`src/rtl/ckbc_pkg.sv`:
```
// ----------------------------------------------------------------------------
// ckbc_pkg: shared definitions for the colour-keyed sprite blitter
// Register codes, the configuration record, the queued word and queue status.
// ----------------------------------------------------------------------------
`default_nettype none

package ckbc_pkg;

	localparam int DISP_W_DEF  = 1280;
	localparam int DISP_H_DEF  = 720;

	localparam int CFG_IDX_W   = 3;
	localparam int CFG_DATA_W  = 32;
	localparam int COORD_W     = 12;
	localparam int COLOUR_W    = 32;
	localparam int OFFS_W      = 11;
	localparam int POS_W       = 14;

	localparam int QUEUE_DEPTH = 4;
	localparam int QPTR_W      = $clog2(QUEUE_DEPTH);
	localparam int QCNT_W      = $clog2(QUEUE_DEPTH + 1);

	typedef enum logic [CFG_IDX_W-1:0] {
		REG_SPRITE_WIDTH    = 3'd0,
		REG_SPRITE_HEIGHT   = 3'd1,
		REG_CENTRE_X        = 3'd2,
		REG_CENTRE_Y        = 3'd3,
		REG_KEY_COLOUR      = 3'd4,
		REG_SCREEN_OFFSET_X = 3'd5,
		REG_SCREEN_OFFSET_Y = 3'd6
	} cfg_reg_t;

	typedef struct packed {
		logic [COORD_W-1:0]  sprite_width;
		logic [COORD_W-1:0]  sprite_height;
		logic [COORD_W-1:0]  centre_x;
		logic [COORD_W-1:0]  centre_y;
		logic [COLOUR_W-1:0] key_colour;
		logic [OFFS_W-1:0]   screen_offset_x;
		logic [OFFS_W-1:0]   screen_offset_y;
	} cfg_t;

	typedef struct packed {
		logic [COORD_W-1:0]  x;
		logic [COORD_W-1:0]  y;
		logic [COLOUR_W-1:0] colour;
	} blit_word_t;

	typedef struct packed {
		logic full;
		logic empty;
	} queue_status_t;

endpackage

`default_nettype wire

```
`src/rtl/colour_keyed_sprite_blit_clip.sv`:
```
// Path: an accepted visible pixel is written into the queue and then loaded into the output
// register, where it can be taken, unless earlier words still wait.
// Throughput: one pixel per cycle; the intake stalls only when the four-word queue
// is full, which happens only while the output side holds its stall.
// Reset: clears the configuration registers, the column and row counters, the queue pointers
// and count and the output valid flag at once; no clearing pass is needed.
// ----------------------------------------------------------------------------
// colour_keyed_sprite_blit_clip: colour-keyed sprite blit with clipping
// Places streamed sprite pixels on the display, skips keyed and clipped
// pixels and emits screen writes with the offset added.
// ----------------------------------------------------------------------------
`default_nettype none

module colour_keyed_sprite_blit_clip #(
	parameter int DISP_W = ckbc_pkg::DISP_W_DEF,
	parameter int DISP_H = ckbc_pkg::DISP_H_DEF
) (
	input  wire logic                             clk,
	input  wire logic                             arst_n,
	input  wire logic                             cfg_we,
	input  wire logic [ckbc_pkg::CFG_IDX_W-1:0]   cfg_index,
	input  wire logic [ckbc_pkg::CFG_DATA_W-1:0]  cfg_data,
	input  wire logic                             in_valid,
	output logic                                  in_stall,
	input  wire logic [ckbc_pkg::COLOUR_W-1:0]    pixel_colour,
	input  wire logic                             image_start,
	output logic                                  out_valid,
	input  wire logic                             out_stall,
	output logic [ckbc_pkg::COORD_W-1:0]          screen_x,
	output logic [ckbc_pkg::COORD_W-1:0]          screen_y,
	output logic [ckbc_pkg::COLOUR_W-1:0]         write_colour
);

	ckbc_pkg::cfg_t          cfg;
	ckbc_pkg::queue_status_t q_status;
	ckbc_pkg::blit_word_t    push_word;
	ckbc_pkg::blit_word_t    head_word;
	logic                    push;
	logic                    pop;

	ckbc_cfg u_cfg (
		.clk       (clk),
		.arst_n    (arst_n),
		.cfg_we    (cfg_we),
		.cfg_index (cfg_index),
		.cfg_data  (cfg_data),
		.cfg       (cfg)
	);

	ckbc_front #(
		.DISP_W (DISP_W),
		.DISP_H (DISP_H)
	) u_front (
		.clk          (clk),
		.arst_n       (arst_n),
		.cfg          (cfg),
		.in_valid     (in_valid),
		.pixel_colour (pixel_colour),
		.image_start  (image_start),
		.q_status     (q_status),
		.in_stall     (in_stall),
		.push         (push),
		.push_word    (push_word)
	);

	ckbc_queue u_queue (
		.clk       (clk),
		.arst_n    (arst_n),
		.push      (push),
		.push_word (push_word),
		.pop       (pop),
		.head_word (head_word),
		.q_status  (q_status)
	);

	ckbc_back u_back (
		.clk          (clk),
		.arst_n       (arst_n),
		.cfg          (cfg),
		.q_status     (q_status),
		.head_word    (head_word),
		.pop          (pop),
		.out_stall    (out_stall),
		.out_valid    (out_valid),
		.screen_x     (screen_x),
		.screen_y     (screen_y),
		.write_colour (write_colour)
	);

endmodule

`default_nettype wire

```
`src/rtl/ckbc_cfg.sv`:
```
// ----------------------------------------------------------------------------
// ckbc_cfg: configuration registers
// Holds the sprite geometry, key colour and screen offsets written by software.
// ----------------------------------------------------------------------------
`default_nettype none

module ckbc_cfg (
	input  wire logic                             clk,
	input  wire logic                             arst_n,
	input  wire logic                             cfg_we,
	input  wire logic [ckbc_pkg::CFG_IDX_W-1:0]   cfg_index,
	input  wire logic [ckbc_pkg::CFG_DATA_W-1:0]  cfg_data,
	output ckbc_pkg::cfg_t                        cfg
);

	ckbc_pkg::cfg_t cfg_q;

	always_ff @(posedge clk or negedge arst_n) begin
		if (!arst_n) begin
			cfg_q <= '0;
		end else if (cfg_we) begin
			case (ckbc_pkg::cfg_reg_t'(cfg_index))
				ckbc_pkg::REG_SPRITE_WIDTH: begin
					cfg_q.sprite_width <= cfg_data[ckbc_pkg::COORD_W-1:0];
				end
				ckbc_pkg::REG_SPRITE_HEIGHT: begin
					cfg_q.sprite_height <= cfg_data[ckbc_pkg::COORD_W-1:0];
				end
				ckbc_pkg::REG_CENTRE_X: begin
					cfg_q.centre_x <= cfg_data[ckbc_pkg::COORD_W-1:0];
				end
				ckbc_pkg::REG_CENTRE_Y: begin
					cfg_q.centre_y <= cfg_data[ckbc_pkg::COORD_W-1:0];
				end
				ckbc_pkg::REG_KEY_COLOUR: begin
					cfg_q.key_colour <= cfg_data[ckbc_pkg::COLOUR_W-1:0];
				end
				ckbc_pkg::REG_SCREEN_OFFSET_X: begin
					cfg_q.screen_offset_x <= cfg_data[ckbc_pkg::OFFS_W-1:0];
				end
				ckbc_pkg::REG_SCREEN_OFFSET_Y: begin
					cfg_q.screen_offset_y <= cfg_data[ckbc_pkg::OFFS_W-1:0];
				end
				default: begin
				end
			endcase
		end
	end

	assign cfg = cfg_q;

endmodule

`default_nettype wire

```
`src/rtl/ckbc_front.sv`:
```
// ----------------------------------------------------------------------------
// ckbc_front: pixel intake and classification
// Tracks column and row, places each pixel on the display and keeps only
// visible, non-keyed pixels, which are pushed into the queue.
// ----------------------------------------------------------------------------
`default_nettype none

module ckbc_front #(
	parameter int DISP_W = ckbc_pkg::DISP_W_DEF,
	parameter int DISP_H = ckbc_pkg::DISP_H_DEF
) (
	input  wire logic                            clk,
	input  wire logic                            arst_n,
	input  wire ckbc_pkg::cfg_t                  cfg,
	input  wire logic                            in_valid,
	input  wire logic [ckbc_pkg::COLOUR_W-1:0]   pixel_colour,
	input  wire logic                            image_start,
	input  wire ckbc_pkg::queue_status_t         q_status,
	output logic                                 in_stall,
	output logic                                 push,
	output ckbc_pkg::blit_word_t                 push_word
);

	localparam int CW = ckbc_pkg::COORD_W;
	localparam int PW = ckbc_pkg::POS_W;
	localparam logic signed [PW-1:0] DISP_W_S = PW'(DISP_W);
	localparam logic signed [PW-1:0] DISP_H_S = PW'(DISP_H);
	localparam logic [CW-1:0]        DISP_W_U = CW'(DISP_W);
	localparam logic [CW-1:0]        DISP_H_U = CW'(DISP_H);

	logic [CW-1:0]        column_q;
	logic [CW-1:0]        row_q;
	logic [CW-1:0]        column_now;
	logic [CW-1:0]        row_now;
	logic [CW:0]          column_inc;
	logic [CW:0]          row_inc;
	logic signed [PW-1:0] xd;
	logic signed [PW-1:0] yd;
	logic                 accept;
	logic                 size_ok;
	logic                 emit;

	assign accept     = in_valid && !q_status.full;
	assign in_stall   = q_status.full;
	assign column_now = image_start ? '0 : column_q;
	assign row_now    = image_start ? '0 : row_q;
	assign column_inc = {1'b0, column_now} + (CW + 1)'(1);
	assign row_inc    = {1'b0, row_now} + (CW + 1)'(1);

	always_comb begin
		xd = $signed({2'b00, cfg.centre_x}) + $signed({2'b00, column_now})
			- $signed({3'b000, cfg.sprite_width[CW-1:1]});
		yd = $signed({2'b00, cfg.centre_y}) + $signed({2'b00, cfg.sprite_height})
			- $signed({2'b00, row_now}) - PW'(1)
			- $signed({3'b000, cfg.sprite_height[CW-1:1]});
		size_ok = (cfg.sprite_width != '0) && (cfg.sprite_height != '0)
			&& (cfg.sprite_width <= DISP_W_U) && (cfg.sprite_height <= DISP_H_U);
		emit = size_ok
			&& (column_now < cfg.sprite_width) && (row_now < cfg.sprite_height)
			&& (pixel_colour != cfg.key_colour)
			&& (xd >= 0) && (xd < DISP_W_S) && (yd >= 0) && (yd < DISP_H_S);
	end

	assign push             = accept && emit;
	assign push_word.x      = xd[CW-1:0];
	assign push_word.y      = yd[CW-1:0];
	assign push_word.colour = pixel_colour;

	always_ff @(posedge clk or negedge arst_n) begin
		if (!arst_n) begin
			column_q <= '0;
			row_q    <= '0;
		end else if (accept) begin
			if ((cfg.sprite_width == '0) || (cfg.sprite_height == '0)) begin
				column_q <= '0;
				row_q    <= '0;
			end else if (column_inc >= {1'b0, cfg.sprite_width}) begin
				column_q <= '0;
				if (row_inc >= {1'b0, cfg.sprite_height}) begin
					row_q <= '0;
				end else begin
					row_q <= row_inc[CW-1:0];
				end
			end else begin
				column_q <= column_inc[CW-1:0];
				row_q    <= row_now;
			end
		end
	end

endmodule

`default_nettype wire

```
`src/rtl/ckbc_queue.sv`:
```
// ----------------------------------------------------------------------------
// ckbc_queue: short word queue between intake and output
// A small circular buffer that lets either side stall on its own.
// ----------------------------------------------------------------------------
`default_nettype none

module ckbc_queue (
	input  wire logic                 clk,
	input  wire logic                 arst_n,
	input  wire logic                 push,
	input  wire ckbc_pkg::blit_word_t push_word,
	input  wire logic                 pop,
	output ckbc_pkg::blit_word_t      head_word,
	output ckbc_pkg::queue_status_t   q_status
);

	localparam int PTR_W = ckbc_pkg::QPTR_W;
	localparam int CNT_W = ckbc_pkg::QCNT_W;

	ckbc_pkg::blit_word_t mem [ckbc_pkg::QUEUE_DEPTH];
	logic [PTR_W-1:0]     wr_ptr_q;
	logic [PTR_W-1:0]     rd_ptr_q;
	logic [CNT_W-1:0]     count_q;
	logic                 do_push;
	logic                 do_pop;

	assign q_status.full  = (count_q == CNT_W'(ckbc_pkg::QUEUE_DEPTH));
	assign q_status.empty = (count_q == '0);
	assign do_push        = push && !q_status.full;
	assign do_pop         = pop && !q_status.empty;
	assign head_word      = mem[rd_ptr_q];

	always_ff @(posedge clk) begin
		if (do_push) begin
			mem[wr_ptr_q] <= push_word;
		end
	end

	always_ff @(posedge clk or negedge arst_n) begin
		if (!arst_n) begin
			wr_ptr_q <= '0;
			rd_ptr_q <= '0;
			count_q  <= '0;
		end else begin
			if (do_push) begin
				wr_ptr_q <= wr_ptr_q + PTR_W'(1);
			end
			if (do_pop) begin
				rd_ptr_q <= rd_ptr_q + PTR_W'(1);
			end
			if (do_push && !do_pop) begin
				count_q <= count_q + CNT_W'(1);
			end else if (do_pop && !do_push) begin
				count_q <= count_q - CNT_W'(1);
			end
		end
	end

endmodule

`default_nettype wire

```
`src/rtl/ckbc_back.sv`:
```
// ----------------------------------------------------------------------------
// ckbc_back: screen write output stage
// Takes words from the queue, adds the screen offset and holds the result in
// the output register until it is taken.
// ----------------------------------------------------------------------------
`default_nettype none

module ckbc_back (
	input  wire logic                            clk,
	input  wire logic                            arst_n,
	input  wire ckbc_pkg::cfg_t                  cfg,
	input  wire ckbc_pkg::queue_status_t         q_status,
	input  wire ckbc_pkg::blit_word_t            head_word,
	output logic                                 pop,
	input  wire logic                            out_stall,
	output logic                                 out_valid,
	output logic [ckbc_pkg::COORD_W-1:0]         screen_x,
	output logic [ckbc_pkg::COORD_W-1:0]         screen_y,
	output logic [ckbc_pkg::COLOUR_W-1:0]        write_colour
);

	localparam int CW = ckbc_pkg::COORD_W;

	logic                              out_valid_q;
	logic [CW-1:0]                     screen_x_q;
	logic [CW-1:0]                     screen_y_q;
	logic [ckbc_pkg::COLOUR_W-1:0]     write_colour_q;

	assign pop = !q_status.empty && (!out_valid_q || !out_stall);

	always_ff @(posedge clk or negedge arst_n) begin
		if (!arst_n) begin
			out_valid_q <= 1'b0;
		end else if (pop) begin
			out_valid_q <= 1'b1;
		end else if (!out_stall) begin
			out_valid_q <= 1'b0;
		end
	end

	always_ff @(posedge clk) begin
		if (pop) begin
			screen_x_q     <= head_word.x + {1'b0, cfg.screen_offset_x};
			screen_y_q     <= head_word.y + {1'b0, cfg.screen_offset_y};
			write_colour_q <= head_word.colour;
		end
	end

	assign out_valid    = out_valid_q;
	assign screen_x     = screen_x_q;
	assign screen_y     = screen_y_q;
	assign write_colour = write_colour_q;

endmodule

`default_nettype wire

```
`config.mk`:
```
export PLATFORM = sky130hd
export DESIGN_NAME = colour_keyed_sprite_blit_clip
export DESIGN_NICKNAME = d
export VERILOG_FILES = /design/src/rtl/ckbc_pkg.sv /design/src/rtl/colour_keyed_sprite_blit_clip.sv /design/src/rtl/ckbc_cfg.sv /design/src/rtl/ckbc_front.sv /design/src/rtl/ckbc_queue.sv /design/src/rtl/ckbc_back.sv
export SDC_FILE = /design/constraint.sdc
export NUM_CORES = 1
export LEC_CHECK = 0
export ABC_AREA = 1
export ABC_CLOCK_PERIOD_IN_PS = 6500
export BUFFER_PORTS_ARGS = -buffer_cell sky130_fd_sc_hd__buf_2
export CORE_UTILIZATION = 56
export DETAILED_ROUTE_END_ITERATION = 7
export PLACE_DENSITY_LB_ADDON = 0.3
export SETUP_SLACK_MARGIN = 0.15
export SLEW_MARGIN = 10
export SYNTH_ARGS = -nofsm -noshare
export SYNTH_HDL_FRONTEND = slang
export SYNTH_SLANG_ARGS = --single-unit
export TNS_END_PERCENT = 20
```
`constraint.sdc`:
```
create_clock -name clk -period 6.5 [get_ports clk]
set_clock_uncertainty 0.1 [all_clocks]
set_input_delay 0.65 -clock clk [delete_from_list [all_inputs] [get_ports clk]]
set_output_delay 0.65 -clock clk [all_outputs]
set_load 0.01 [all_outputs]
```
Yosys cells after proc, flatten, opt, wreduce, memory -nomap -nowiden
Memories as Yosys holds them, arrays and structs flattened. Cells that the tools add are included.

Latch bits: 0. Bits in read-only memories: 0. Bits in writable memories: 224. Memories kept: 1. Flip-flop bits (word level): 190. Word-level logic and storage cells: 102.

Add/subtract/negate cells: 14. Mux-type cells: 13. Bitwise logic cells: 0. Div/mod/pow operators: 0. Shifts and indexed selects: 0. $lt $le $gt $ge: 10. Reduce and logical (&&, ||, !) cells: 39. Eq/ne operators: 9. Multipliers: 0.

Memory list: u_queue.mem (depth 4, bits a word 56, read ports 1, clocked after Yosys merged registers in 0, write ports 1, line ckbc_queue.sv:20) `ckbc_pkg::blit_word_t mem [ckbc_pkg::QUEUE_DEPTH];`.

Operator list (count): $mux 12 (7); $ne 32x32->1 (1); $ge 14x1->1 const B (2); $add 12x1->13 const B (2); $add 12x12->13 (2); $ge 13x12->1 (2); $add 12x11->12 (2); $logic_not 12->1 (2); $lt 12x12->1 (2); $reduce_bool 12->1 (2); $logic_and 1x1->1 (17); $lt 14x11->1 const B (1); $lt 14x12->1 const B (1); $reduce_and 2->1 (7); $sub 13x11->14 (1); $sub 14x12->14 (1); $sub 14x13->14 (1); $sub 14x2->14 const B (1); $eq 3x3->1 const B (4); $le 12x10->1 const B (1); $le 12x11->1 const B (1); $eq 3x2->1 const B (2); $logic_not 1->1 (6); $logic_not 3->1 (2); 9 further kinds (15).

Logic depth before layout (Yosys ltp)
Word-level depth: 17. Gate-level depth with buffers: 30.

Cells and area by module
From an unflattened synthesis, not the netlist that was laid out.

Cells, all modules: 2438. Area total of the unflattened synthesis: 23057.1 um2.

By module, submodules not included: ckbc_queue (area an instance 9898.2 um2, cells an instance 715, times used 1, sequential area each 6901.6 um2); ckbc_front (area an instance 6185.9 um2, cells an instance 969, times used 1, sequential area each 600.6 um2); ckbc_cfg (area an instance 4012.6 um2, cells an instance 458, times used 1, sequential area each 2552.4 um2); ckbc_back (area an instance 2960.3 um2, cells an instance 296, times used 1, sequential area each 1706.6 um2).

Worst setup path before layout
No wires, ideal clock.

Path type: register -> register. From: register u_cfg.cfg_q, in the netlist u_cfg.cfg[78]. To: memory u_queue.mem[0][0] in the netlist's numbering (enable). Buffers on the path: 0. Stages on the path, launching flop included: 21. Data arrival time: 5.917 ns. Period minus slack after synthesis: 6.487 ns. Setup slack: 0.013 ns. Cell sequence: dfrtp_1 ha_1 fa_1 nand3_1 nand2_1 a21oi_1 o21ai_0 a21o_1 xnor2_1 fa_1 inv_1 ha_1 nand2_1 inv_1 a21oi_1 nand4_1 nand2_1 nand4_1 nor3_1 nand4_1 nor2_1.

Longest elaborated chain between the ends: 15.

RTL lines: start, declared (line ckbc_cfg.sv:16) `ckbc_pkg::cfg_t cfg_q;`; parallel branches: the longest is 10 deep, another holds $sub 14x13->14; $logic_and 1x1->1 (*) (line ckbc_front.sv:61) `&& (xd >= 0) && (xd < DISP_W_S) && (yd >= 0) && (yd < DISP_H_S);`; $logic_and 1x1->1 (*) (line ckbc_front.sv:64) `assign push = accept && emit;`; $logic_and 1x1->1 (*) (line ckbc_queue.sv:29) `assign do_push = push && !q_status.full;`; $mux 1 (*) (line ckbc_queue.sv:34) `if (do_push) begin`; $mux 1 (implied by the code) (*) (line ckbc_queue.sv:35) `mem[wr_ptr_q] <= push_word;`; end, declared (line ckbc_queue.sv:20).

Every way passes the cells marked *.

Worst setup path in the final report
From: register u_cfg.cfg_q, in the netlist u_cfg.cfg[78]. To: memory u_queue.mem[1][44] in the netlist's numbering (enable).

Same word-level chain as after synthesis.

==> results.txt <==
----------------------------------------------------
[Status]
  Outcome ... finished clean

[Clocking]
  Resize count post-CTS ... 0
  Setup repair bufs after CTS ... 0
  Bufs on Longest Clock Path ... 3
  Library cell used as clock root buffer ... clkbuf_16
  CTS Hold Buffers Added ... 1
  Clock network latency to the later pin of the worst-skew pair ... just under 0.6 ns
  Number of levels in the clock H-tree ... 2
  Clock tree from TritonCTS ... built
  Clock sink count ... 414
  Num CTS Buffers ... 44
  Register clock-pin slew on the reported worst setup and hold paths ... around 0.07 ns

[Final layout]
  Highest-count cells in the layout ignoring fill and taps ... nand2_1 (458), inv_1 (300), edfxtp_1 (280)
  FF+latch area ... 0.0118 mm²
  Share of final-layout standard cells stronger than drive strength 1 ... between 9 and 10%
  Total number of nets in the final design ... approximately 2600
  Filler cell count in the final layout ... 2974
  Area of combinational cells with multiple inputs ... ~0.0084 mm²
  Synthesis-to-finish area growth ... 12.6%
  Layout Cell Area excl Fill ... around 0.024 mm²
  Commonest non-fill, non-tap cell in the layout ... nand2_1
  Fin cells ... between 2000 and 3000

[Global route]
  GRT Residual Overflow ... 0
  GRT Util Overall ... 25.7%
  Pin count of the biggest net entering global routing ... 78
  Initial antenna violation count ... 1
  First-pass GRT wire length ... just under 80000 µm
  Number of global-route vias before repair ... roughly 15000

[Placed design]
  Placed Area ... between 0.02 and 0.025 mm²
  Port-buffer cells ... 130
  HPWL after detailed placement ... between 30000 and 40000 µm
  Count of placed standard cells including taps ... 2868
  Routability congestion estimate from global placement ... about 0.9

[Drt]
  Average routed wire per standard cell ... about 17 µm
  DRC violation count after routing ... 0
  Via count normalized by instance count ... ~5.5
  Total Wirelength ... 49600 µm
  Iter 0 DRT Violations ... 1007
  DRT antenna net count ... 0
  Total vias in the final route ... 16100
  Drt pass-1 iters ... 6

[Synthesis]
  Cell taking the most area after synthesis ... edfxtp_1
  Post-synth top flop ... edfxtp_1
  Number of distinct library cells after synthesis ... 42
  Count of synthesis-stage warnings from yosys ... 0
  Fraction of the yosys area taken by sequential cells ... 54.6%
  Area share of the largest cell type after synthesis ... approximately two fifths
  Share of flip-flops with an asynchronous set or reset ... between 30 and 40%
  Post-Synth Adder-Cell Area ... a little over 9%
  Synthesis-stage register bit count ... ~410
  Netlist area before placement ... around 0.022 mm²
  Portion of netlist area occupied by mux cells ... less than 1%
  Synthesized area per cell ... roughly 9.5 µm²
  Number of instances in the synthesized netlist ... ~2300
  Post-synthesis compound-gate area fraction ... about a tenth
  Simple logic cell fraction of the synthesized area ... 16.7%
  Post-Syn Nets ... 2495
  Xor and xnor area share after synthesis ... between 2 and 3%
  Ranking of synthesized cells by area ... edfxtp_1 (39%), dfrtp_1 (16%), nand2_1 (8.0%)
  Number of enable-type register cells in the synthesized netlist ... 280
  Largest family of logic cells by synthesized area ... simple AND/OR/NAND/NOR gates

[Critical path]
  Critical Path Start Type ... flop
  Reg2reg path depth ... 22
  FF-to-FF setup slack ... 0.82 ns
  Path type of the worst setup path ... flop to flop
  Reg-to-reg startpoint ... u_cfg.cfg[78]
  Required time of the critical path ... around 6.6 ns
  End of the worst register-to-register path ... u_queue.mem[1][44]
  Crit path capture type ... flop
  Top fanout value on the critical path ... 41
  Arrival time of data at the critical path endpoint ... around 5.8 ns

[Timing]
  Final-report hold violation count ... 0
  Shortest period the worst path allows ... about 5.7 ns
  Final Slew Violations ... 0
  Pin slew with the least headroom to its limit ... about 0.97 ns
  Setup repair after global routing missed its margin ... no
  Total Negative Setup Slacks ... 0 ns
  Relative slew slack ... between 30% and 40%
  Tightest hold margin ... between 0.2 and 0.25 ns
  Max Fclk ... 0.176 GHz
  Final setup fails ... 0
  Final worst path period share ... roughly 87%

[Hold path]
  Cell count of the worst hold path ... 2
  Source of the worst hold timing path ... cfg_data[13]
  Min-Delay Path Class ... input port to flop
  Worst Hold Path EP ... u_cfg.cfg[35]

[Floorplan]
  Area of the placeable core ... between 0.03 and 0.04 mm²
  Die width ... 198 µm
  Die Height ... a little under 200 µm
  Std-Cell Rows ... between 70 and 80
  Initial cell density of the core ... a little under three fifths
  Total die area ... around 0.039 mm²
  Num ports ... about 130

[Flow run]
  Max-cap violations ... 0

[Pwr]
  Power after layout ... between 10 and 15 mW
  Static leakage power ... 10.9 nW
  Power density normalized to cell area ... roughly 440 mW/mm²
  Maximum vdd drop ... ~280 µV

----------------------------------------------------
[area by class of cell]
type | count | share of cell area (%)
clock inverters | 21 | 1.02
clock buffers | 59 | 5.07
diodes | 1 | 0.0103
well taps | 511 | 2.64
repair buffers | 146 | 3.42
multi-input cells | 1491 | 34.5
inverters | 307 | 4.75
flip-flops and latches | 414 | 48.5
[registers in the layout, summed over array words and instances (netlist names)]
name                 count
u_front.column_q        12
u_queue.wr_ptr_q         2
u_back.screen_y         12
u_queue.rd_ptr_q         2
u_back.write_colour     32
u_back.out_valid         1
u_front.row_q           12
u_cfg.cfg              102
u_back.screen_x         12
u_queue.mem            224
u_queue.count_q          3
[cell usage after synthesis (2+ instances only)]
cell type and n:
mux2_2 4, fa_1 26, xnor2_1 22, a21oi_1 96, o22ai_1 54, inv_2 5
nand4_1 19, inv_1 302, o2111ai_1 2, nand2_2 2, nand3_1 101, nor3_1 13
nand3b_1 4, nand2_1 459, buf_2 5, o21ai_0 219, edfxtp_1 280, buf_4 3
nor2_4 3, dfrtp_1 134, a32oi_1 2, o21ai_1 11, buf_1 7, clkbuf_1 50
xor2_1 49, o21bai_1 7, nor2_2 3, nor3_2 3, nor2_1 263, ha_1 118
[cell families (layout without fill, tap and decap cells)]
kind of cell / Yosys count / after routing
AND/OR/NAND/NOR: 877 / 877
flip-flops: 414 / 414
AO/OA/AOI/OAI: 395 / 395
buffers and inverters: 373 / 533
adder cells (fa/ha/maj): 144 / 144
XOR/XNOR: 71 / 71
multiplexers: 4 / 4
other: 0 / 1
[report_power, final]
| part | switching (mW) | internal, mW | total [mW] |
|---|---|---|---|
| Combinational | 2.85 | 1.47 | 4.32 |
| Sequential | 0.263 | 3.62 | 3.89 |
| Clock | 1.04 | 1.50 | 2.53 |
| Total | 4.15 | 6.59 | 10.7 |
[critical path, stage by stage, from the launching register on]
cell and delay (ns):
dfrtp_1 0.44, ha_1 0.24, fa_1 0.41, nand3_1 0.09, nand2_1 0.11, a21oi_1 0.23
o21ai_0 0.17, a21o_1 0.21, xnor2_1 0.14, fa_1 0.48, inv_1 0.04, ha_1 0.37
nand2_1 0.11, nor2_1 0.15, nand3_1 0.15, nand3_1 0.12, nand2_1 0.05, nand2_1 0.07
nand4_1 0.08, nor3_1 0.19, nand4_1 0.42, nor2_4 0.63, buf_12 0.35
[per-layer routing]
layer  wire (µm)  global-route usage (%)  vias up
li1            -                       -     7831
met1       21600                    34.7     7683
met2       23100                    42.4      528
met3        3430                    3.56       88
met4        1480                    9.39        0
met5           0                       0        -
[per-stage QoR]
| stage | setup WS [ns] | utilization [%] |
|---|---|---|
| 2_1_floorplan | 0.0126 | - |
| 3_3_place_gp | 1.07 | 60.3 |
| 3_5_place_dp | 0.875 | 60.3 |
| 4_1_cts | 0.844 | 64.2 |
| 5_1_grt | 0.442 | 64.2 |
| 6_report | 0.819 | 64.2 |
[how the worst max path moves through the flow]
stage / endpoint / slack, ns / depth (start not counted) / start
3_3_place_gp: u_queue.mem[1][5] / 1.07 / 21 / u_cfg.cfg[78]
2_1_floorplan: u_queue.mem[0][0] / 0.01 / 20 / u_cfg.cfg[78]
3_5_place_dp: u_queue.mem[1][2] / 0.87 / 22 / u_cfg.cfg[78]
4_1_cts: u_queue.mem[1][44] / 0.84 / 22 / u_cfg.cfg[78]
5_1_grt: u_queue.count_q[2] / 0.44 / 27 / u_cfg.cfg[78]
6_report: u_queue.mem[1][44] / 0.82 / 22 / u_cfg.cfg[78]
Power figures use the tool's default switching activity.
